**src/rtl/tplc_pkg.sv**
```systemverilog
// ----------------------------------------------------------------------------
// tplc_pkg
// Shared types and constants of the two-phase traffic light controller.
// ----------------------------------------------------------------------------
package tplc_pkg;

  localparam int unsigned MaxCodes  = 5;
  localparam int unsigned MaxDigits = 4;

  localparam logic [4:0] M_INIT    = 5'd0;
  localparam logic [4:0] M_ENTER   = 5'd1;
  localparam logic [4:0] M_CHECK   = 5'd2;
  localparam logic [4:0] M_WRONG   = 5'd3;
  localparam logic [4:0] M_IDLE    = 5'd4;
  localparam logic [4:0] M_SETTIME = 5'd5;
  localparam logic [4:0] M_SG1     = 5'd6;
  localparam logic [4:0] M_SY1     = 5'd7;
  localparam logic [4:0] M_SG2     = 5'd8;
  localparam logic [4:0] M_SY2     = 5'd9;
  localparam logic [4:0] M_START   = 5'd10;
  localparam logic [4:0] M_G1R2    = 5'd11;
  localparam logic [4:0] M_Y1R2    = 5'd12;
  localparam logic [4:0] M_R1G2    = 5'd13;
  localparam logic [4:0] M_R1Y2    = 5'd14;
  localparam logic [4:0] M_SLOW    = 5'd15;
  localparam logic [4:0] M_MANUAL  = 5'd16;
  localparam logic [4:0] M_WALK    = 5'd17;

  localparam logic [2:0] LG = 3'd1;
  localparam logic [2:0] LY = 3'd2;
  localparam logic [2:0] LR = 3'd4;
  localparam logic [2:0] L0 = 3'd0;

  localparam logic [2:0] G1 = 3'd0;
  localparam logic [2:0] Y1 = 3'd1;
  localparam logic [2:0] R1 = 3'd2;
  localparam logic [2:0] G2 = 3'd3;
  localparam logic [2:0] Y2 = 3'd4;
  localparam logic [2:0] R2 = 3'd5;

  localparam logic [2:0] S_FRESH = 3'd0;
  localparam logic [2:0] S_NIGHT = 3'd1;
  localparam logic [2:0] S_KEY   = 3'd2;
  localparam logic [2:0] S_LEFT  = 3'd3;

  localparam logic [3:0] CFG_CODE0 = 4'd0;
  localparam logic [3:0] CFG_CODE1 = 4'd1;
  localparam logic [3:0] CFG_CODE2 = 4'd2;
  localparam logic [3:0] CFG_CODE3 = 4'd3;
  localparam logic [3:0] CFG_CODE4 = 4'd4;
  localparam logic [3:0] CFG_TPS   = 4'd5;
  localparam logic [3:0] CFG_ENTRY = 4'd6;
  localparam logic [3:0] CFG_SET   = 4'd7;

  typedef struct packed {
    logic [MaxCodes-1:0][15:0] code;
    logic [7:0]                tps;
    logic [11:0]               entry_to;
    logic [11:0]               set_to;
  } tplc_cfg_t;

  typedef struct packed {
    logic       confirm_btn;
    logic       delete_btn;
    logic       set_time_btn;
    logic       manual_btn;
    logic       slow_btn;
    logic       walk_req_one;
    logic       walk_req_two;
    logic       digit_valid;
    logic [3:0] digit_value;
    logic [4:0] hour_now;
  } tplc_in_t;

  typedef struct packed {
    logic [2:0] lamps_one;
    logic [2:0] lamps_two;
    logic [6:0] count_one;
    logic [6:0] count_two;
    logic [4:0] mode_code;
    logic       unlocked;
  } tplc_out_t;

  typedef struct packed {
    logic [4:0]                 main_mode;
    logic [4:0]                 return_mode;
    logic [4:0]                 target_mode;
    logic [2:0]                 manual_step;
    logic [2:0]                 walk_step;
    logic [2:0]                 slow_step;
    logic [7:0]                 tick_count;
    logic                       second_strobe;
    logic [11:0]                idle_count;
    logic [3:0]                 digit_index;
    logic [MaxDigits-1:0][3:0]  entered_code;
    logic [1:0][3:0]            entered_time;
    logic [5:0][6:0]            preset;
    logic [5:0][6:0]            run;
    logic [1:0][2:0]            lamp;
    logic                       flash_toggle;
    logic                       times_set;
    logic                       unlock_flag;
  } tplc_state_t;

endpackage

```
**src/rtl/two_phase_traffic_light_controller.sv**
```systemverilog
// ----------------------------------------------------------------------------
// two_phase_traffic_light_controller
// Keypad-driven two-phase traffic light controller, one loop tick per transfer.
// ----------------------------------------------------------------------------
// Each input transfer is one control-loop tick; its result (lamps, shown
// counts, mode, unlock flag) appears in the output register on the next
// cycle. A tick is taken every cycle while the output register is free or
// being drained: throughput is one tick per clock. The result register is
// loaded from the step logic. The user writes configuration through
// cfg_we_i/cfg_idx_i/cfg_data_i only while idle; the block does not enforce it.
module two_phase_traffic_light_controller import tplc_pkg::*; #(
  parameter int unsigned NUM_CODES   = MaxCodes,
  parameter int unsigned CODE_DIGITS = MaxDigits
) (
  input  logic        clk_i,
  input  logic        rst_ni,
  input  logic        cfg_we_i,
  input  logic [3:0]  cfg_idx_i,
  input  logic [15:0] cfg_data_i,
  input  logic        in_valid_i,
  output logic        in_stall_o,
  input  logic        confirm_btn_i,
  input  logic        delete_btn_i,
  input  logic        set_time_btn_i,
  input  logic        manual_btn_i,
  input  logic        slow_btn_i,
  input  logic        walk_req_one_i,
  input  logic        walk_req_two_i,
  input  logic        digit_valid_i,
  input  logic [3:0]  digit_value_i,
  input  logic [4:0]  hour_now_i,
  output logic        out_valid_o,
  input  logic        out_stall_i,
  output logic [2:0]  lamps_one_o,
  output logic [2:0]  lamps_two_o,
  output logic [6:0]  count_one_o,
  output logic [6:0]  count_two_o,
  output logic [4:0]  mode_code_o,
  output logic        unlocked_o
);

  tplc_cfg_t   cfg;
  tplc_in_t    in_w;
  tplc_state_t state_q, state_d;
  tplc_out_t   res_q, res_d;
  logic        out_valid_q, out_valid_d;
  logic        in_accept;

  tplc_cfg u_cfg (
    .clk_i      (clk_i),
    .rst_ni     (rst_ni),
    .cfg_we_i   (cfg_we_i),
    .cfg_idx_i  (cfg_idx_i),
    .cfg_data_i (cfg_data_i),
    .cfg_o      (cfg)
  );

  assign in_w.confirm_btn  = confirm_btn_i;
  assign in_w.delete_btn   = delete_btn_i;
  assign in_w.set_time_btn = set_time_btn_i;
  assign in_w.manual_btn   = manual_btn_i;
  assign in_w.slow_btn     = slow_btn_i;
  assign in_w.walk_req_one = walk_req_one_i;
  assign in_w.walk_req_two = walk_req_two_i;
  assign in_w.digit_valid  = digit_valid_i;
  assign in_w.digit_value  = digit_value_i;
  assign in_w.hour_now     = hour_now_i;

  tplc_step #(
    .NUM_CODES   (NUM_CODES),
    .CODE_DIGITS (CODE_DIGITS)
  ) u_step (
    .st_i  (state_q),
    .cfg_i (cfg),
    .in_i  (in_w),
    .st_o  (state_d),
    .res_o (res_d)
  );

  assign in_stall_o  = out_valid_q & out_stall_i;
  assign in_accept   = in_valid_i & ~in_stall_o;
  assign out_valid_d = in_accept | (out_valid_q & out_stall_i);

  always_ff @(posedge clk_i or negedge rst_ni) begin
    if (!rst_ni) begin
      state_q     <= '0;
      out_valid_q <= 1'b0;
    end else begin
      out_valid_q <= out_valid_d;
      if (in_accept) state_q <= state_d;
    end
  end

  always_ff @(posedge clk_i) begin
    if (in_accept) res_q <= res_d;
  end

  assign out_valid_o = out_valid_q;
  assign lamps_one_o = res_q.lamps_one;
  assign lamps_two_o = res_q.lamps_two;
  assign count_one_o = res_q.count_one;
  assign count_two_o = res_q.count_two;
  assign mode_code_o = res_q.mode_code;
  assign unlocked_o  = res_q.unlocked;

`ifndef SYNTH
  a_accept_fills : assert property (@(posedge clk_i) disable iff (!rst_ni)
    in_accept |=> out_valid_q)
    else $error("accepted tick produced no result");

  a_hold_mode : assert property (@(posedge clk_i) disable iff (!rst_ni)
    !in_accept |=> $stable(state_q))
    else $error("state changed without a transfer");

  a_unlock_src : assert property (@(posedge clk_i) disable iff (!rst_ni)
    $rose(state_q.unlock_flag) |-> $past(state_q.main_mode) == M_CHECK)
    else $error("unlock set outside password check");
`endif

endmodule

```
**src/rtl/tplc_cfg.sv**
```systemverilog
// ----------------------------------------------------------------------------
// tplc_cfg
// Configuration register file, written through a plain write port.
// ----------------------------------------------------------------------------
module tplc_cfg import tplc_pkg::*; (
  input  logic        clk_i,
  input  logic        rst_ni,
  input  logic        cfg_we_i,
  input  logic [3:0]  cfg_idx_i,
  input  logic [15:0] cfg_data_i,
  output tplc_cfg_t   cfg_o
);

  tplc_cfg_t cfg_q, cfg_d;

  always_comb begin
    cfg_d = cfg_q;
    if (cfg_we_i) begin
      unique case (cfg_idx_i)
        CFG_CODE0: cfg_d.code[0]  = cfg_data_i;
        CFG_CODE1: cfg_d.code[1]  = cfg_data_i;
        CFG_CODE2: cfg_d.code[2]  = cfg_data_i;
        CFG_CODE3: cfg_d.code[3]  = cfg_data_i;
        CFG_CODE4: cfg_d.code[4]  = cfg_data_i;
        CFG_TPS:   cfg_d.tps      = cfg_data_i[7:0];
        CFG_ENTRY: cfg_d.entry_to = cfg_data_i[11:0];
        CFG_SET:   cfg_d.set_to   = cfg_data_i[11:0];
        default: ;
      endcase
    end
  end

  always_ff @(posedge clk_i or negedge rst_ni) begin
    if (!rst_ni) begin
      cfg_q          <= '0;
      cfg_q.tps      <= 8'd20;
      cfg_q.entry_to <= 12'd200;
      cfg_q.set_to   <= 12'd1000;
    end else begin
      cfg_q <= cfg_d;
    end
  end

  assign cfg_o = cfg_q;

endmodule

```
**src/rtl/tplc_step.sv**
```systemverilog
// ----------------------------------------------------------------------------
// tplc_step
// Next-state and result logic for one control-loop tick.
// ----------------------------------------------------------------------------
module tplc_step import tplc_pkg::*; #(
  parameter int unsigned NUM_CODES   = MaxCodes,
  parameter int unsigned CODE_DIGITS = MaxDigits
) (
  input  tplc_state_t st_i,
  input  tplc_cfg_t   cfg_i,
  input  tplc_in_t    in_i,
  output tplc_state_t st_o,
  output tplc_out_t   res_o
);

  function automatic tplc_state_t lclr(tplc_state_t s, logic [2:0] m1, logic [2:0] m2);
    s.lamp[0] = s.lamp[0] & ~m1;
    s.lamp[1] = s.lamp[1] & ~m2;
    return s;
  endfunction

  function automatic tplc_state_t lset(tplc_state_t s, logic [2:0] m1, logic [2:0] m2);
    s.lamp[0] = s.lamp[0] | m1;
    s.lamp[1] = s.lamp[1] | m2;
    return s;
  endfunction

  function automatic tplc_state_t dec(tplc_state_t s, logic [2:0] i);
    if (s.run[i] != 7'd0) s.run[i] = s.run[i] - 7'd1;
    return s;
  endfunction

  function automatic tplc_state_t reload(tplc_state_t s, logic [2:0] i);
    s.run[i] = s.preset[i];
    return s;
  endfunction

  function automatic tplc_state_t idle_inc(tplc_state_t s);
    if (s.idle_count != 12'hFFF) s.idle_count = s.idle_count + 12'd1;
    return s;
  endfunction

  function automatic tplc_state_t idx_inc(tplc_state_t s);
    if (s.digit_index != 4'hF) s.digit_index = s.digit_index + 4'd1;
    return s;
  endfunction

  function automatic tplc_state_t req_set_time(tplc_state_t s, logic save, logic [4:0] cur,
                                               logic [2:0] m1, logic [2:0] m2);
    if (save) s.return_mode = cur;
    s = lclr(s, m1, m2);
    s.main_mode   = M_ENTER;
    s.target_mode = M_SETTIME;
    return s;
  endfunction

  function automatic tplc_state_t req_manual(tplc_state_t s, logic [4:0] cur);
    s.return_mode = cur;
    s.lamp        = '0;
    s.main_mode   = M_ENTER;
    s.target_mode = M_MANUAL;
    s.manual_step = 3'd0;
    return s;
  endfunction

  function automatic tplc_state_t req_slow(tplc_state_t s, logic [4:0] cur, logic slw,
                                           logic nt, logic always_tgt);
    if ((slw || nt) && s.slow_step != S_LEFT) begin
      s.return_mode = cur;
      s.lamp        = '0;
      if (slw) begin
        s.main_mode   = M_ENTER;
        s.target_mode = M_SLOW;
      end else begin
        s.main_mode = M_SLOW;
      end
      if (always_tgt) s.target_mode = M_SLOW;
      s.slow_step = S_FRESH;
    end
    return s;
  endfunction

  function automatic tplc_state_t req_del(tplc_state_t s, logic [4:0] cur, logic del);
    if (s.slow_step == S_LEFT && del) begin
      s.return_mode = cur;
      s.lamp        = '0;
      s.main_mode   = M_ENTER;
      s.target_mode = M_SLOW;
      s.slow_step   = S_NIGHT;
    end
    return s;
  endfunction

  function automatic tplc_state_t setting_common(tplc_state_t s, logic stb, logic [11:0] to);
    if (stb) begin
      s.lamp      = '0;
      s.main_mode = M_SETTIME;
    end
    if (s.idle_count > to) begin
      s.main_mode  = M_IDLE;
      s.idle_count = '0;
    end
    return s;
  endfunction

  function automatic tplc_state_t set_green(tplc_state_t s, logic [2:0] gi, logic [4:0] nxt,
                                            tplc_in_t x, logic [11:0] to);
    logic [7:0] v;
    s = idle_inc(s);
    if (x.digit_valid) begin
      if (s.digit_index < 4'd2) s.entered_time[s.digit_index[0]] = x.digit_value;
      s = idx_inc(s);
    end
    if (x.delete_btn) s.digit_index = '0;
    if (x.confirm_btn) begin
      if (s.digit_index == 4'd1) v = 8'd10;
      else v = 8'(s.entered_time[0]) * 8'd10 + 8'(s.entered_time[1]);
      if (v > 8'd90) v = 8'd90;
      s.run[gi]      = v[6:0];
      s.preset[gi]   = v[6:0];
      s.digit_index  = '0;
      s.main_mode    = nxt;
    end
    s = setting_common(s, x.set_time_btn, to);
    return s;
  endfunction

  function automatic tplc_state_t set_yellow(tplc_state_t s, logic [2:0] gi, logic [2:0] yi,
                                             logic [2:0] ri, logic last, tplc_in_t x,
                                             logic [11:0] to);
    s = idle_inc(s);
    if (x.digit_valid) begin
      if (s.digit_index < 4'd1) s.entered_time[0] = x.digit_value;
      s = idx_inc(s);
      s.idle_count = '0;
    end
    if (x.delete_btn) s.digit_index = '0;
    if (x.confirm_btn) begin
      s.digit_index = '0;
      s.run[yi]     = 7'(s.entered_time[0]);
      s.preset[yi]  = 7'(s.entered_time[0]);
      s.run[ri]     = s.run[gi] + s.run[yi];
      s.preset[ri]  = s.run[ri];
      if (last) begin
        s.times_set = 1'b1;
        s.main_mode = M_IDLE;
      end else begin
        s.main_mode = M_SG2;
      end
    end
    s = setting_common(s, x.set_time_btn, to);
    return s;
  endfunction

  tplc_state_t s;
  logic        nt, strobe, match, ok;
  logic [6:0]  c1, c2;

  always_comb begin
    match = 1'b0;
    ok    = 1'b0;
    for (int k = 0; k < NUM_CODES; k++) begin
      ok = 1'b1;
      for (int d = 0; d < CODE_DIGITS; d++) begin
        if (st_i.entered_code[d] != cfg_i.code[k][15-4*d -: 4]) ok = 1'b0;
      end
      if (ok) match = 1'b1;
    end
  end

  always_comb begin
    s  = st_i;
    c1 = '0;
    c2 = '0;
    nt = (in_i.hour_now <= 5'd4) || (in_i.hour_now == 5'd23);

    s.tick_count = s.tick_count + 8'd1;
    if (cfg_i.tps != 8'd0 && s.tick_count >= cfg_i.tps) s.tick_count = '0;
    if (s.tick_count == 8'd0) s.second_strobe = 1'b1;
    strobe = s.second_strobe;

    unique case (st_i.main_mode)
      M_INIT: begin
        s.lamp = '0;
        if (in_i.confirm_btn) begin
          s.digit_index = '0;
          s.idle_count  = '0;
          s.main_mode   = M_ENTER;
          s.return_mode = M_INIT;
        end
      end
      M_ENTER: begin
        s = idle_inc(s);
        if (in_i.digit_valid && !in_i.delete_btn) begin
          if (s.digit_index < 4'(CODE_DIGITS))
            s.entered_code[s.digit_index[1:0]] = in_i.digit_value;
          s = idx_inc(s);
          s.idle_count = '0;
        end
        if (in_i.delete_btn) begin
          s.digit_index = '0;
          s.idle_count  = '0;
        end
        if (in_i.confirm_btn) s.main_mode = M_CHECK;
        if (s.idle_count >= cfg_i.entry_to) begin
          s.main_mode   = s.return_mode;
          s.idle_count  = '0;
          s.digit_index = '0;
        end
      end
      M_CHECK: begin
        s.idle_count = '0;
        if (match) begin
          if (s.target_mode == 5'd0) s.main_mode = M_IDLE;
          else if (s.target_mode == M_SETTIME) s.main_mode = M_SETTIME;
          else if (s.target_mode == M_SLOW) s.main_mode = M_SLOW;
          else s.main_mode = M_MANUAL;
          s.unlock_flag = 1'b1;
          s.digit_index = '0;
        end else begin
          s.main_mode = M_WRONG;
        end
      end
      M_WRONG: begin
        s = idle_inc(s);
        if (in_i.confirm_btn) begin
          s.digit_index = '0;
          s.idle_count  = '0;
          s.main_mode   = M_ENTER;
        end
      end
      M_IDLE: begin
        s.lamp = '0;
        if (in_i.set_time_btn) s.main_mode = M_SETTIME;
        if (in_i.manual_btn) begin
          s.main_mode   = M_MANUAL;
          s.return_mode = M_IDLE;
        end
        if (in_i.slow_btn) begin
          s.main_mode   = M_SLOW;
          s.return_mode = M_IDLE;
        end
        if (in_i.confirm_btn) s.main_mode = M_START;
      end
      M_SETTIME: begin
        s.lamp        = '0;
        s.main_mode   = M_SG1;
        s.digit_index = '0;
      end
      M_SG1: s = set_green(s, G1, M_SY1, in_i, cfg_i.set_to);
      M_SY1: s = set_yellow(s, G1, Y1, R2, 1'b0, in_i, cfg_i.set_to);
      M_SG2: s = set_green(s, G2, M_SY2, in_i, cfg_i.set_to);
      M_SY2: s = set_yellow(s, G2, Y2, R1, 1'b1, in_i, cfg_i.set_to);
      M_START: begin
        if (!s.times_set) begin
          if (in_i.confirm_btn) s.main_mode = M_IDLE;
        end else begin
          s.unlock_flag = 1'b0;
          s.main_mode   = M_G1R2;
          s.digit_index = '0;
        end
      end
      M_G1R2: begin
        s  = lset(s, LG, LR);
        c1 = s.run[G1];
        c2 = s.run[R2];
        if (strobe) begin
          s = dec(s, G1);
          s = dec(s, R2);
          s.second_strobe = 1'b0;
        end
        if (in_i.set_time_btn) s = req_set_time(s, 1'b1, M_G1R2, LG, LR);
        if (in_i.manual_btn) s = req_manual(s, M_G1R2);
        s = req_slow(s, M_G1R2, in_i.slow_btn, nt, 1'b0);
        s = req_del(s, M_G1R2, in_i.delete_btn);
        if (in_i.walk_req_one) begin
          s.return_mode = M_G1R2;
          s = lclr(s, LG, LR);
          s.main_mode = M_WALK;
          s.walk_step = 3'd0;
        end
        if (s.run[G1] == 7'd0) begin
          s = lclr(s, LG, L0);
          s.main_mode = M_Y1R2;
        end
      end
      M_Y1R2: begin
        s  = lset(s, LY, LR);
        c1 = s.run[Y1];
        c2 = s.run[R2];
        if (strobe) begin
          s = dec(s, Y1);
          s = dec(s, R2);
          s.second_strobe = 1'b0;
        end
        if (in_i.set_time_btn) s = req_set_time(s, 1'b1, M_Y1R2, LY, LR);
        if (in_i.manual_btn) s = req_manual(s, M_Y1R2);
        s = req_slow(s, M_Y1R2, in_i.slow_btn, nt, 1'b1);
        s = req_del(s, M_Y1R2, in_i.delete_btn);
        if (s.run[Y1] == 7'd0 || s.run[R2] == 7'd0) begin
          s = reload(s, G1);
          s = reload(s, Y1);
          s = reload(s, R2);
          s = lclr(s, LY, LR);
          s.main_mode = M_R1G2;
        end
      end
      M_R1G2: begin
        s  = lset(s, LR, LG);
        c1 = s.run[R1];
        c2 = s.run[G2];
        if (strobe) begin
          s = dec(s, R1);
          s = dec(s, G2);
          s.second_strobe = 1'b0;
        end
        if (in_i.set_time_btn) s = req_set_time(s, 1'b0, M_R1G2, LR, LG);
        if (in_i.manual_btn) s = req_manual(s, M_R1G2);
        s = req_slow(s, M_R1G2, in_i.slow_btn, nt, 1'b1);
        s = req_del(s, M_R1G2, in_i.delete_btn);
        if (in_i.walk_req_two) begin
          s.return_mode = M_R1G2;
          s = lclr(s, LR, LG);
          s.main_mode = M_WALK;
          s.walk_step = 3'd0;
        end
        if (s.run[G2] == 7'd0) begin
          s = lclr(s, L0, LG);
          s.main_mode = M_R1Y2;
        end
      end
      M_R1Y2: begin
        s  = lset(s, LR, LY);
        c1 = s.run[R1];
        c2 = s.run[Y2];
        if (strobe) begin
          s = dec(s, R1);
          s = dec(s, Y2);
          s.second_strobe = 1'b0;
        end
        s = req_slow(s, M_R1Y2, in_i.slow_btn, nt, 1'b1);
        s = req_del(s, M_R1Y2, in_i.delete_btn);
        if (in_i.set_time_btn) s = req_set_time(s, 1'b0, M_R1Y2, LR, LY);
        if (in_i.manual_btn) s = req_manual(s, M_R1Y2);
        if (s.run[Y2] == 7'd0 || s.run[R1] == 7'd0) begin
          s = reload(s, G2);
          s = reload(s, Y2);
          s = reload(s, R1);
          s = lclr(s, LR, LY);
          s.main_mode = M_START;
        end
      end
      M_SLOW: begin
        if (s.slow_step == S_FRESH) s.slow_step = nt ? S_NIGHT : S_KEY;
        if (strobe) begin
          if (!s.flash_toggle) begin
            s = lclr(s, LY, L0);
            s = lset(s, L0, LY);
            s.flash_toggle = 1'b1;
          end else begin
            s = lclr(s, L0, LY);
            s = lset(s, LY, L0);
            s.flash_toggle = 1'b0;
          end
          s.second_strobe = 1'b0;
        end
        if (in_i.set_time_btn) begin
          s = lclr(s, LY, LY);
          s.main_mode = M_SETTIME;
          s.slow_step = (s.slow_step == S_NIGHT) ? S_LEFT : S_FRESH;
        end
        if (in_i.confirm_btn) begin
          s = lclr(s, LY, LY);
          s.main_mode = s.return_mode;
          s.slow_step = (s.slow_step == S_NIGHT) ? S_LEFT : S_FRESH;
          if (s.main_mode != M_IDLE) s.unlock_flag = 1'b0;
        end
      end
      M_MANUAL: begin
        if (s.manual_step == 3'd0) begin
          if (s.return_mode == M_R1G2) s.manual_step = 3'd3;
          else if (s.return_mode == M_R1Y2) s.manual_step = 3'd4;
          else if (s.return_mode == M_G1R2 || s.return_mode == M_IDLE) s.manual_step = 3'd1;
          else if (s.return_mode == M_Y1R2) s.manual_step = 3'd2;
        end
        if (s.manual_step == 3'd1) begin
          s = lset(s, LG, LR);
          if (in_i.manual_btn) begin
            s = lclr(s, LG, L0);
            s.manual_step = 3'd2;
          end
        end else if (s.manual_step == 3'd2) begin
          s = lset(s, LY, LR);
          if (in_i.manual_btn) begin
            s = lclr(s, LY, LR);
            s.manual_step = 3'd3;
          end
        end else if (s.manual_step == 3'd3) begin
          s = lset(s, LR, LG);
          if (in_i.manual_btn) begin
            s = lclr(s, LR, LG);
            s.manual_step = 3'd4;
          end
        end else begin
          s = lset(s, LR, LY);
          if (in_i.manual_btn) begin
            s = lclr(s, LR, LY);
            s.manual_step = 3'd1;
          end
        end
        if (in_i.confirm_btn) begin
          s.lamp        = '0;
          s.manual_step = 3'd0;
          s.main_mode   = s.return_mode;
          if (s.main_mode != M_IDLE) s.unlock_flag = 1'b0;
        end
      end
      M_WALK: begin
        if (s.walk_step == 3'd0) begin
          if (s.return_mode == M_R1G2) begin
            s.walk_step = 3'd4;
            s.run[Y2]   = 7'd10;
          end else if (s.return_mode == M_G1R2) begin
            s.walk_step = 3'd1;
            s.run[Y1]   = 7'd10;
          end
        end
        if (s.walk_step == 3'd1) begin
          s  = lset(s, LY, LR);
          c1 = s.run[Y1];
          c2 = s.run[Y1];
          if (strobe) begin
            s = dec(s, Y1);
            s.second_strobe = 1'b0;
          end
          if (s.run[Y1] == 7'd0) begin
            s = lclr(s, LY, LR);
            s = reload(s, Y1);
            s.walk_step = 3'd2;
          end
        end else if (s.walk_step == 3'd2) begin
          s  = lset(s, LR, LG);
          c1 = s.run[R1];
          c2 = s.run[G2];
          if (strobe) begin
            s = dec(s, R1);
            s = dec(s, G2);
            s.second_strobe = 1'b0;
          end
          if (s.run[G2] == 7'd0) begin
            s = lclr(s, L0, LG);
            s.walk_step = 3'd3;
            s = reload(s, G2);
          end
        end else if (s.walk_step == 3'd3) begin
          s  = lset(s, LR, LY);
          c1 = s.run[R1];
          c2 = s.run[Y2];
          if (strobe) begin
            s = dec(s, R1);
            s = dec(s, Y2);
            s.second_strobe = 1'b0;
          end
          if (s.run[Y2] == 7'd0 || s.run[R1] == 7'd0) begin
            s = lclr(s, LR, LY);
            s.walk_step = 3'd0;
            s = reload(s, Y2);
            s = reload(s, R1);
            s = reload(s, R2);
            s = reload(s, G1);
            s.main_mode = M_G1R2;
          end
        end
        if (s.walk_step == 3'd4) begin
          s  = lset(s, LR, LY);
          c1 = s.run[Y2];
          c2 = s.run[Y2];
          if (strobe) begin
            s = dec(s, Y2);
            s.second_strobe = 1'b0;
          end
          if (s.run[Y2] == 7'd0) begin
            s = lclr(s, LR, LY);
            s = reload(s, Y2);
            s.walk_step = 3'd5;
          end
        end else if (s.walk_step == 3'd5) begin
          s  = lset(s, LG, LR);
          c1 = s.run[G1];
          c2 = s.run[R2];
          if (strobe) begin
            s = dec(s, R2);
            s = dec(s, G1);
            s.second_strobe = 1'b0;
          end
          if (s.run[G1] == 7'd0) begin
            s = lclr(s, LG, L0);
            s.walk_step = 3'd6;
            s = reload(s, G1);
          end
        end else if (s.walk_step == 3'd6) begin
          s  = lset(s, LY, LR);
          c1 = s.run[Y1];
          c2 = s.run[R2];
          if (strobe) begin
            s = dec(s, R2);
            s = dec(s, Y1);
            s.second_strobe = 1'b0;
          end
          if (s.run[R2] == 7'd0 || s.run[Y1] == 7'd0) begin
            s = lclr(s, LY, LR);
            s.walk_step = 3'd0;
            s = reload(s, R2);
            s = reload(s, Y1);
            s = reload(s, R1);
            s = reload(s, G2);
            s.main_mode = M_R1G2;
          end
        end
      end
      default: ;
    endcase

    if (c1 > 7'd99) c1 = 7'd99;
    if (c2 > 7'd99) c2 = 7'd99;
  end

  assign st_o            = s;
  assign res_o.lamps_one = s.lamp[0];
  assign res_o.lamps_two = s.lamp[1];
  assign res_o.count_one = c1;
  assign res_o.count_two = c2;
  assign res_o.mode_code = s.main_mode;
  assign res_o.unlocked  = s.unlock_flag;

endmodule

```
**config.mk**
```make
export PLATFORM = sky130hd
export DESIGN_NAME = two_phase_traffic_light_controller
export DESIGN_NICKNAME = d
export VERILOG_FILES = /design/src/rtl/tplc_pkg.sv /design/src/rtl/two_phase_traffic_light_controller.sv /design/src/rtl/tplc_cfg.sv /design/src/rtl/tplc_step.sv
export SDC_FILE = /design/constraint.sdc
export NUM_CORES = 1
export LEC_CHECK = 0
export ABC_AREA = 1
export BUFFER_PORTS_ARGS = -buffer_cell sky130_fd_sc_hd__buf_2
export CAP_MARGIN = 30
export CELL_PAD_IN_SITES_DETAIL_PLACEMENT = 0
export CELL_PAD_IN_SITES_GLOBAL_PLACEMENT = 1
export CORE_ASPECT_RATIO = 0.7
export CORE_MARGIN = 5
export CORE_UTILIZATION = 50
export DETAILED_ROUTE_END_ITERATION = 10
export PLACE_DENSITY_LB_ADDON = 0.3
export SLEW_MARGIN = 15
export SYNTH_ARGS = -nofsm -noshare
export SYNTH_HDL_FRONTEND = slang
export SYNTH_SLANG_ARGS = --single-unit
```
**constraint.sdc**
```tcl
create_clock -name clk_i -period 15 [get_ports clk_i]
set_input_delay 3 -clock clk_i [delete_from_list [all_inputs] [get_ports clk_i]]
set_output_delay 3 -clock clk_i [all_outputs]
set_load 0.05 [all_outputs]
```
=== Yosys cells after proc, flatten, opt, wreduce, memory -nomap -nowiden ===
Cells that the tools add are included.

* Register bits after elaboration: 305
* Input port bits: 42
* Output and inout bits: 28

* Add/subtract/negate cells: 19
* Multiply operators: 2
* Order comparisons: 18
* Eq/ne operators: 85
* Multiplexer cells: 287
* Bitwise operators: 6
* Reductions and logical operators: 77

{| class="wikitable"
|+ Operators by type and width
! cell !! count
|-
| 166-bit two-way mux || 57
|-
| 108-bit case mux with 12 select lines || 1
|-
| 151-bit two-way mux || 7
|-
| 134-bit two-way mux || 6
|-
| 148-bit two-way mux || 4
|-
| 7-bit two-way mux || 45
|-
| 23-bit case mux with 12 select lines || 1
|-
| 133-bit two-way mux || 2
|-
| 12-bit case mux with 15 select lines || 1
|-
| 5-bit two-way mux || 25
|-
| 121-bit two-way mux || 1
|-
| 15-bit two-way mux || 8
|-
| 7-bit logical NOT || 14
|-
| 16-bit two-way mux || 6
|-
| 5-bit case mux with 18 select lines || 1
|-
| 44-bit two-way mux || 2
|-
| 7-bit nonzero test || 12
|-
| 7-bit by 1-bit subtractor with 7-bit output, second input constant || 12
|-
| 8-bit two-way mux || 10
|-
| 4-bit != test || 20
|-
| 6-bit two-way mux || 13
|-
| 6-bit case mux with 13 select lines || 1
|-
| 3-bit two-way mux || 24
|-
| 5-bit case mux with 14 select lines || 1
|-
| other kinds (75) || 220
|}

=== Logic depth before layout (Yosys ltp) ===
* Depth after elaboration: 32
* Mapped depth: 52
* Gate-level depth less buffers: 49

=== Hierarchy ===
A second synthesis with hierarchy kept.

* Cell total of the unflattened synthesis: 4271
* Area, all modules: 27342.5 sq um

{| class="wikitable"
|+ Modules (own cells, without submodules)
! module !! instances !! cells each !! area each (sq um) !! sequential area each (sq um)
|-
| tplc_step || 1 || 2995 || 15334.7 || 0.0
|-
| two_phase_traffic_light_controller || 1 || 752 || 7355.8 || 4959.8
|-
| tplc_cfg || 1 || 524 || 4652.0 || 2816.5
|}

=== Worst setup path before layout ===
No wires, ideal clock.

* Path type: in2out
* Start: in out_stall_i
* End: out in_stall_o
* Arrival: 3390 ps
* Slack: 8610 ps
* Stages: 2
* Path buffers: 0
* Cells stage by stage: nand2_1 inv_1

* Cells in the longest elaborated chain, start to end: 1

{| class="wikitable"
|+ Ends and longest elaborated chain
! item !! line !! text
|-
| start: declaration || two_phase_traffic_light_controller.sv:33 || <nowiki>input logic out_stall_i,</nowiki>
|-
| 1-bit bitwise AND || two_phase_traffic_light_controller.sv:80 || <nowiki>assign in_stall_o = out_valid_q & out_stall_i;</nowiki>
|-
| end: declaration || two_phase_traffic_light_controller.sv:21 || <nowiki>output logic in_stall_o,</nowiki>
|}

No other way between the ends.

=== Worst setup path in the final report ===
* Start: reg state_q[134] (netlist bit)
* End: reg state_q[23] (netlist bit)

* Cells in the longest elaborated chain, start to end: 32
* Elaborated cells between the ends (all ways): 77
* Classes of those cells: add/sub (3); order compare (1); eq/ne (3); mux (55); reduce/logical (15)

{| class="wikitable"
|+ Ends and longest elaborated chain
! item !! line !! text
|-
| start: declaration || two_phase_traffic_light_controller.sv:44 || <nowiki>tplc_state_t state_q, state_d;</nowiki>
|-
| start signal: assignment || two_phase_traffic_light_controller.sv:90 || <nowiki>if (in_accept) state_q <= state_d;</nowiki>
|-
| 8-bit by 1-bit adder with 8-bit output (*) || tplc_step.sv:177 || <nowiki>s.tick_count = s.tick_count + 8'd1;</nowiki>
|-
| 8-bit >= comparator || tplc_step.sv:178 || <nowiki>if (cfg_i.tps != 8'd0 && s.tick_count >= cfg_i.tps) s.tick_count = '0;</nowiki>
|-
| 1-bit logical AND || tplc_step.sv:178 ||
|-
| 8-bit two-way mux (*) || tplc_step.sv:178 ||
|-
| 8-bit logical NOT (*) || tplc_step.sv:179 || <nowiki>if (s.tick_count == 8'd0) s.second_strobe = 1'b1;</nowiki>
|-
| 1-bit two-way mux (*) || tplc_step.sv:179 ||
|-
| 44-bit two-way mux || tplc_step.sv:459 || <nowiki>if (strobe) begin</nowiki>
|-
| 166-bit two-way mux || tplc_step.sv:455 || <nowiki>end else if (s.walk_step == 3'd3) begin</nowiki>
|-
| [16 not listed] || -- ||
|-
| 166-bit two-way mux || tplc_step.sv:182 || <nowiki>unique case (st_i.main_mode)</nowiki>
|-
| 7-bit logical NOT || tplc_step.sv:510 || <nowiki>if (s.run[R2] == 7'd0 || s.run[Y1] == 7'd0) begin</nowiki>
|-
| 1-bit logical OR || tplc_step.sv:510 ||
|-
| 166-bit two-way mux || tplc_step.sv:510 ||
|-
| 166-bit two-way mux || tplc_step.sv:501 || <nowiki>end else if (s.walk_step == 3'd6) begin</nowiki>
|-
| 166-bit two-way mux || tplc_step.sv:487 || <nowiki>end else if (s.walk_step == 3'd5) begin</nowiki>
|-
| 166-bit two-way mux || tplc_step.sv:474 || <nowiki>if (s.walk_step == 3'd4) begin</nowiki>
|-
| 108-bit case mux with 12 select lines (*) || tplc_step.sv:182 ||
|}

Every way passes the cells marked *; elsewhere a longest branch is shown, timed or not. The select of a mux whose other input is x is not followed.
A chain may end at the register's enable or synchronous reset.

==> out/results.txt <==
Counting distinct cell types in the post-synthesis netlist gives 68. STA puts the critical path data required time at 15,480 ps. The first global-routing pass estimated 139,000 µm of wire. After synthesis, the cell types taking the most area are sky130_fd_sc_hd__dfrtp_1 (28%), sky130_fd_sc_hd__nand2_1 (14%), sky130_fd_sc_hd__o21ai_0 (8.9%), sky130_fd_sc_hd__inv_1 (7.4%), sky130_fd_sc_hd__nor2_1 (5.4%). The type of the setup path with the least slack was reg2reg. For this design the top-level I/O count stands at 70. On the critical path, the stage with the largest delay is an instance of sky130_fd_sc_hd__buf_4. The post-cts sizing count came out at 0.

TritonCTS built the clock tree. The tools report the nature of the critical path startpoint as a flop. CTS built an H-tree with a depth of 2. Setup repair after global routing left no endpoint under its margin. The die is 269 µm wide. The final net count was 3,691; the final period demand of the worst path was 8270 ps. The tree is rooted in a sky130_fd_sc_hd__clkbuf_16. Of all flip-flops after synthesis, the portion carrying an async set or reset was 91.3%.

Data arrives at the worst endpoint at 8750 ps. The number of clock buffers added by TritonCTS is 35. In this run the core area contains 66 standard-cell rows.

For this run, the total global-route usage over all layers was measured as 34.3%. For the number of iterations in the first detailed-routing pass, the log shows 6. The final number of max-transition violations was 0; the mean instance size in the synthesized netlist was 6.64 µm². The residual antenna-violating net count after detailed routing was 0; the total wire length after detailed routing was 90,900 µm. The top cell type by total area after synthesis is sky130_fd_sc_hd__dfrtp_1. The post-synthesis register bit count came out at 298.

After detailed routing, the average wire length per cell comes to 21.7 µm. The number of hold buffers added after CTS was 0. The detailed router finished its first iteration with 3,925 violations. The via count of the first global-routing pass was 23,452.

Buffers placed on the I/O ports in this run total 69. The largest single stage delay on the critical path is 620 ps. The run finished with clean final reports.

The total of endpoints with negative setup slack in the final report is 0. On the final layout, the worst clock skew is 31.6 ps. The number of buffers between clock root and the deepest sink came out at 3. The later pin in the worst-skew pair is clocked with a latency of 570 ps. The synthesized design devotes to its leading area cell type 27.7% of total area. The number of synthesized flops with an enable pin was 26; the mapped cell area was 23,500 µm².

STA classifies the critical path endpoint as a flop. Relative to the synthesized area, the layout overhead comes to 8.54%. Detailed placement ended at an HPWL of 69,300 µm. The die height was 192 µm; the fraction of the yosys area taken by sequential cells was 32.3%. Measured against its own limit, the worst slew margin works out to 25.4%. The kind of cell with the highest combined delay on the critical path is simple AND/OR/NAND/NOR gates. Clock sink count: 298. The layout has 4,604 filler cells.

The tools report the last weighted congestion value of the routability-driven placer as 1.05. The post-route fraction of the period consumed by the critical path was 55.1%; the number of nets produced by synthesis was 3,678. The number of hold-slack violations in the final timing report is 0, and the pin count of the biggest net entering global routing is 160. The share of post-route cells with drive strength above 1 is 6.31%.

The tools report the total DRC errors in the routed layout as 0. For the pin with the worst max-slew slack, the measured transition is 1110 ps. In this run the post-CTS setup repair buffer count came out at 0. For the number of antenna violations at the first check in global routing, the log shows 3. Among the stages of the critical path, the cell type that occurs most often is sky130_fd_sc_hd__nand2_1.

The run gives 121 MHz as the maximum clock frequency. The die covers 51,600 µm². Number of buffers and inverters on the critical path: 7. Setup total negative slack on the finished layout was measured at 0 ps.

The instance count of the mapped netlist was 3,543; the clock-pin slew of the registers on the worst-case setup and hold paths was 60 ps. Along the worst path, the maximum fanout reaches 60. Once the floorplan was initialized, standard cells occupied 50.6% of the core. The detail-routed via count per cell is 6.11. Across the run, the number of max-cap violations was 0.

The predominant post-synthesis flop cell was sky130_fd_sc_hd__dfrtp_1. In this run the standard cell core region covers 46,500 µm². For this run, the number of Yosys warnings is 0. The run gives 0 as the remaining global-route overflow. The worst hold path belongs to the class reg2reg. Via count of the routed design: 25,618.
[area by class of cell]
| type | count | area [µm²] | area share, % |
|---|---|---|---|
| clock buffers | 46 | 968 | 3.79 |
| inverters | 479 | 1800 | 7.04 |
| multi-input cells | 2629 | 13600 | 53.1 |
| flip-flops and latches | 298 | 7600 | 29.8 |
| well taps | 612 | 766 | 3.00 |
| diodes | 1 | 2.50 | 0.00979 |
| repair buffers | 113 | 736 | 2.88 |
| clock inverters | 16 | 98.8 | 0.387 |
[worst paths after layout]
path                                           from                          end  slack (ps)  depth (start not counted)
hold reg to reg             state_q[99]$_DFFE_PN0P_      state_q[99]$_DFFE_PN0P_         470                          2
min in group asynchronous                    rst_ni  u_cfg.cfg_o[93]$_DFFE_PN0P_        2500                          1
hold / removal              state_q[99]$_DFFE_PN0P_      state_q[99]$_DFFE_PN0P_         470                          2
setup / recovery           state_q[134]$_DFFE_PN0P_      state_q[23]$_DFFE_PN0P_        6730                         42
max in group asynchronous                    rst_ni      state_q[71]$_DFFE_PN0P_       11000                          2
setup reg to reg           state_q[134]$_DFFE_PN0P_      state_q[23]$_DFFE_PN0P_        6730                         42
[metrics by stage]
step / setup WS, ps / std cells / instance area (µm²) / utilization [%] / hold slack [ps]
after floorplan: 8610 / 3543 / 23500 / - / 442
after global placement: 7450 / 4123 / 24400 / 52.4 / 454
after detailed placement: 7110 / 4127 / 24400 / 52.6 / 460
after CTS: 7050 / 4189 / 25500 / 54.9 / 474
after global routing: 6150 / 4194 / 25500 / 55.0 / 511
final: 6730 / 4194 / 25500 / 55.0 / 474
[synth_stat cells, types with 26 or more instances]
cell type and count:
sky130_fd_sc_hd__o211ai_1 50, sky130_fd_sc_hd__a21oi_1 167, sky130_fd_sc_hd__edfxtp_1 26, sky130_fd_sc_hd__a31oi_1 26, sky130_fd_sc_hd__xor2_1 71, sky130_fd_sc_hd__dfrtp_1 261, sky130_fd_sc_hd__xnor2_1 40, sky130_fd_sc_hd__ha_1 89
sky130_fd_sc_hd__nand4_1 51, sky130_fd_sc_hd__nor3_1 54, sky130_fd_sc_hd__nand3_1 187, sky130_fd_sc_hd__nand2_1 898, sky130_fd_sc_hd__nor2_1 337, sky130_fd_sc_hd__inv_1 465, sky130_fd_sc_hd__nor4_1 27, sky130_fd_sc_hd__clkbuf_1 113
sky130_fd_sc_hd__o22ai_1 32, sky130_fd_sc_hd__o21ai_0 417
[layout by cell type, fill, tap and decap left out, types with 5 or more instances in the layout]
cell / n
sky130_fd_sc_hd__a211oi_1: 11
sky130_fd_sc_hd__a21boi_0: 5
sky130_fd_sc_hd__a21oi_1: 167
sky130_fd_sc_hd__a221oi_1: 6
sky130_fd_sc_hd__a22oi_1: 18
sky130_fd_sc_hd__a311oi_1: 5
sky130_fd_sc_hd__a31oi_1: 26
sky130_fd_sc_hd__buf_2: 70
sky130_fd_sc_hd__buf_4: 36
sky130_fd_sc_hd__clkbuf_1: 7
sky130_fd_sc_hd__clkbuf_16: 36
sky130_fd_sc_hd__clkinv_1: 9
sky130_fd_sc_hd__clkinv_2: 11
sky130_fd_sc_hd__dfrtp_1: 261
sky130_fd_sc_hd__dfstp_2: 11
sky130_fd_sc_hd__edfxtp_1: 26
sky130_fd_sc_hd__ha_1: 89
sky130_fd_sc_hd__inv_1: 465
sky130_fd_sc_hd__inv_2: 6
sky130_fd_sc_hd__nand2_1: 898
sky130_fd_sc_hd__nand2_2: 7
sky130_fd_sc_hd__nand3_1: 187
sky130_fd_sc_hd__nand4_1: 51
sky130_fd_sc_hd__nor2_1: 335
sky130_fd_sc_hd__nor2_2: 5
sky130_fd_sc_hd__nor3_1: 53
sky130_fd_sc_hd__nor4_1: 27
sky130_fd_sc_hd__o2111ai_1: 8
sky130_fd_sc_hd__o211ai_1: 50
sky130_fd_sc_hd__o21ai_0: 417
sky130_fd_sc_hd__o21ai_1: 18
sky130_fd_sc_hd__o221ai_1: 15
sky130_fd_sc_hd__o22ai_1: 32
sky130_fd_sc_hd__o31ai_1: 13
sky130_fd_sc_hd__or2_2: 10
sky130_fd_sc_hd__xnor2_1: 40
sky130_fd_sc_hd__xor2_1: 71
[logic make-up after synthesis]
kind of cell | synth area share, %
multiplexers | 0.218
buffers and inverters | 10.1
XOR/XNOR | 4.13
AO/OA/AOI/OAI | 19.9
AND/OR/NAND/NOR | 28.3
adder cells (fa/ha/maj) | 5.07
flip-flops | 32.3
[flip-flops by register name, summed over array words and instances (netlist names)]
name and flops:
count_one_o 7, count_two_o 7, lamps_one_o 3, lamps_two_o 3, mode_code_o 5, out_valid_o 1
state_q 159, u_cfg.cfg_o 112, unlocked_o 1
[per-layer routing]
layer	track usage [%]	part of all wire (%)	vias to the layer above
met3	11.9	15	173
met1	53.1	45	12065
li1	-	-	11766
met5	0	0	-
met2	45.2	37	1614
met4	7.62	2.1	0
[tightest hold or removal path: stages (launching register included)]
cell,delay [ps]
sky130_fd_sc_hd__dfrtp_1,340
sky130_fd_sc_hd__nand2_1,50
sky130_fd_sc_hd__nand2_1,50
Power is left out: the tool's default activity adds up to more than one toggle a clock period on the data nets, which glitch-free logic cannot reach.
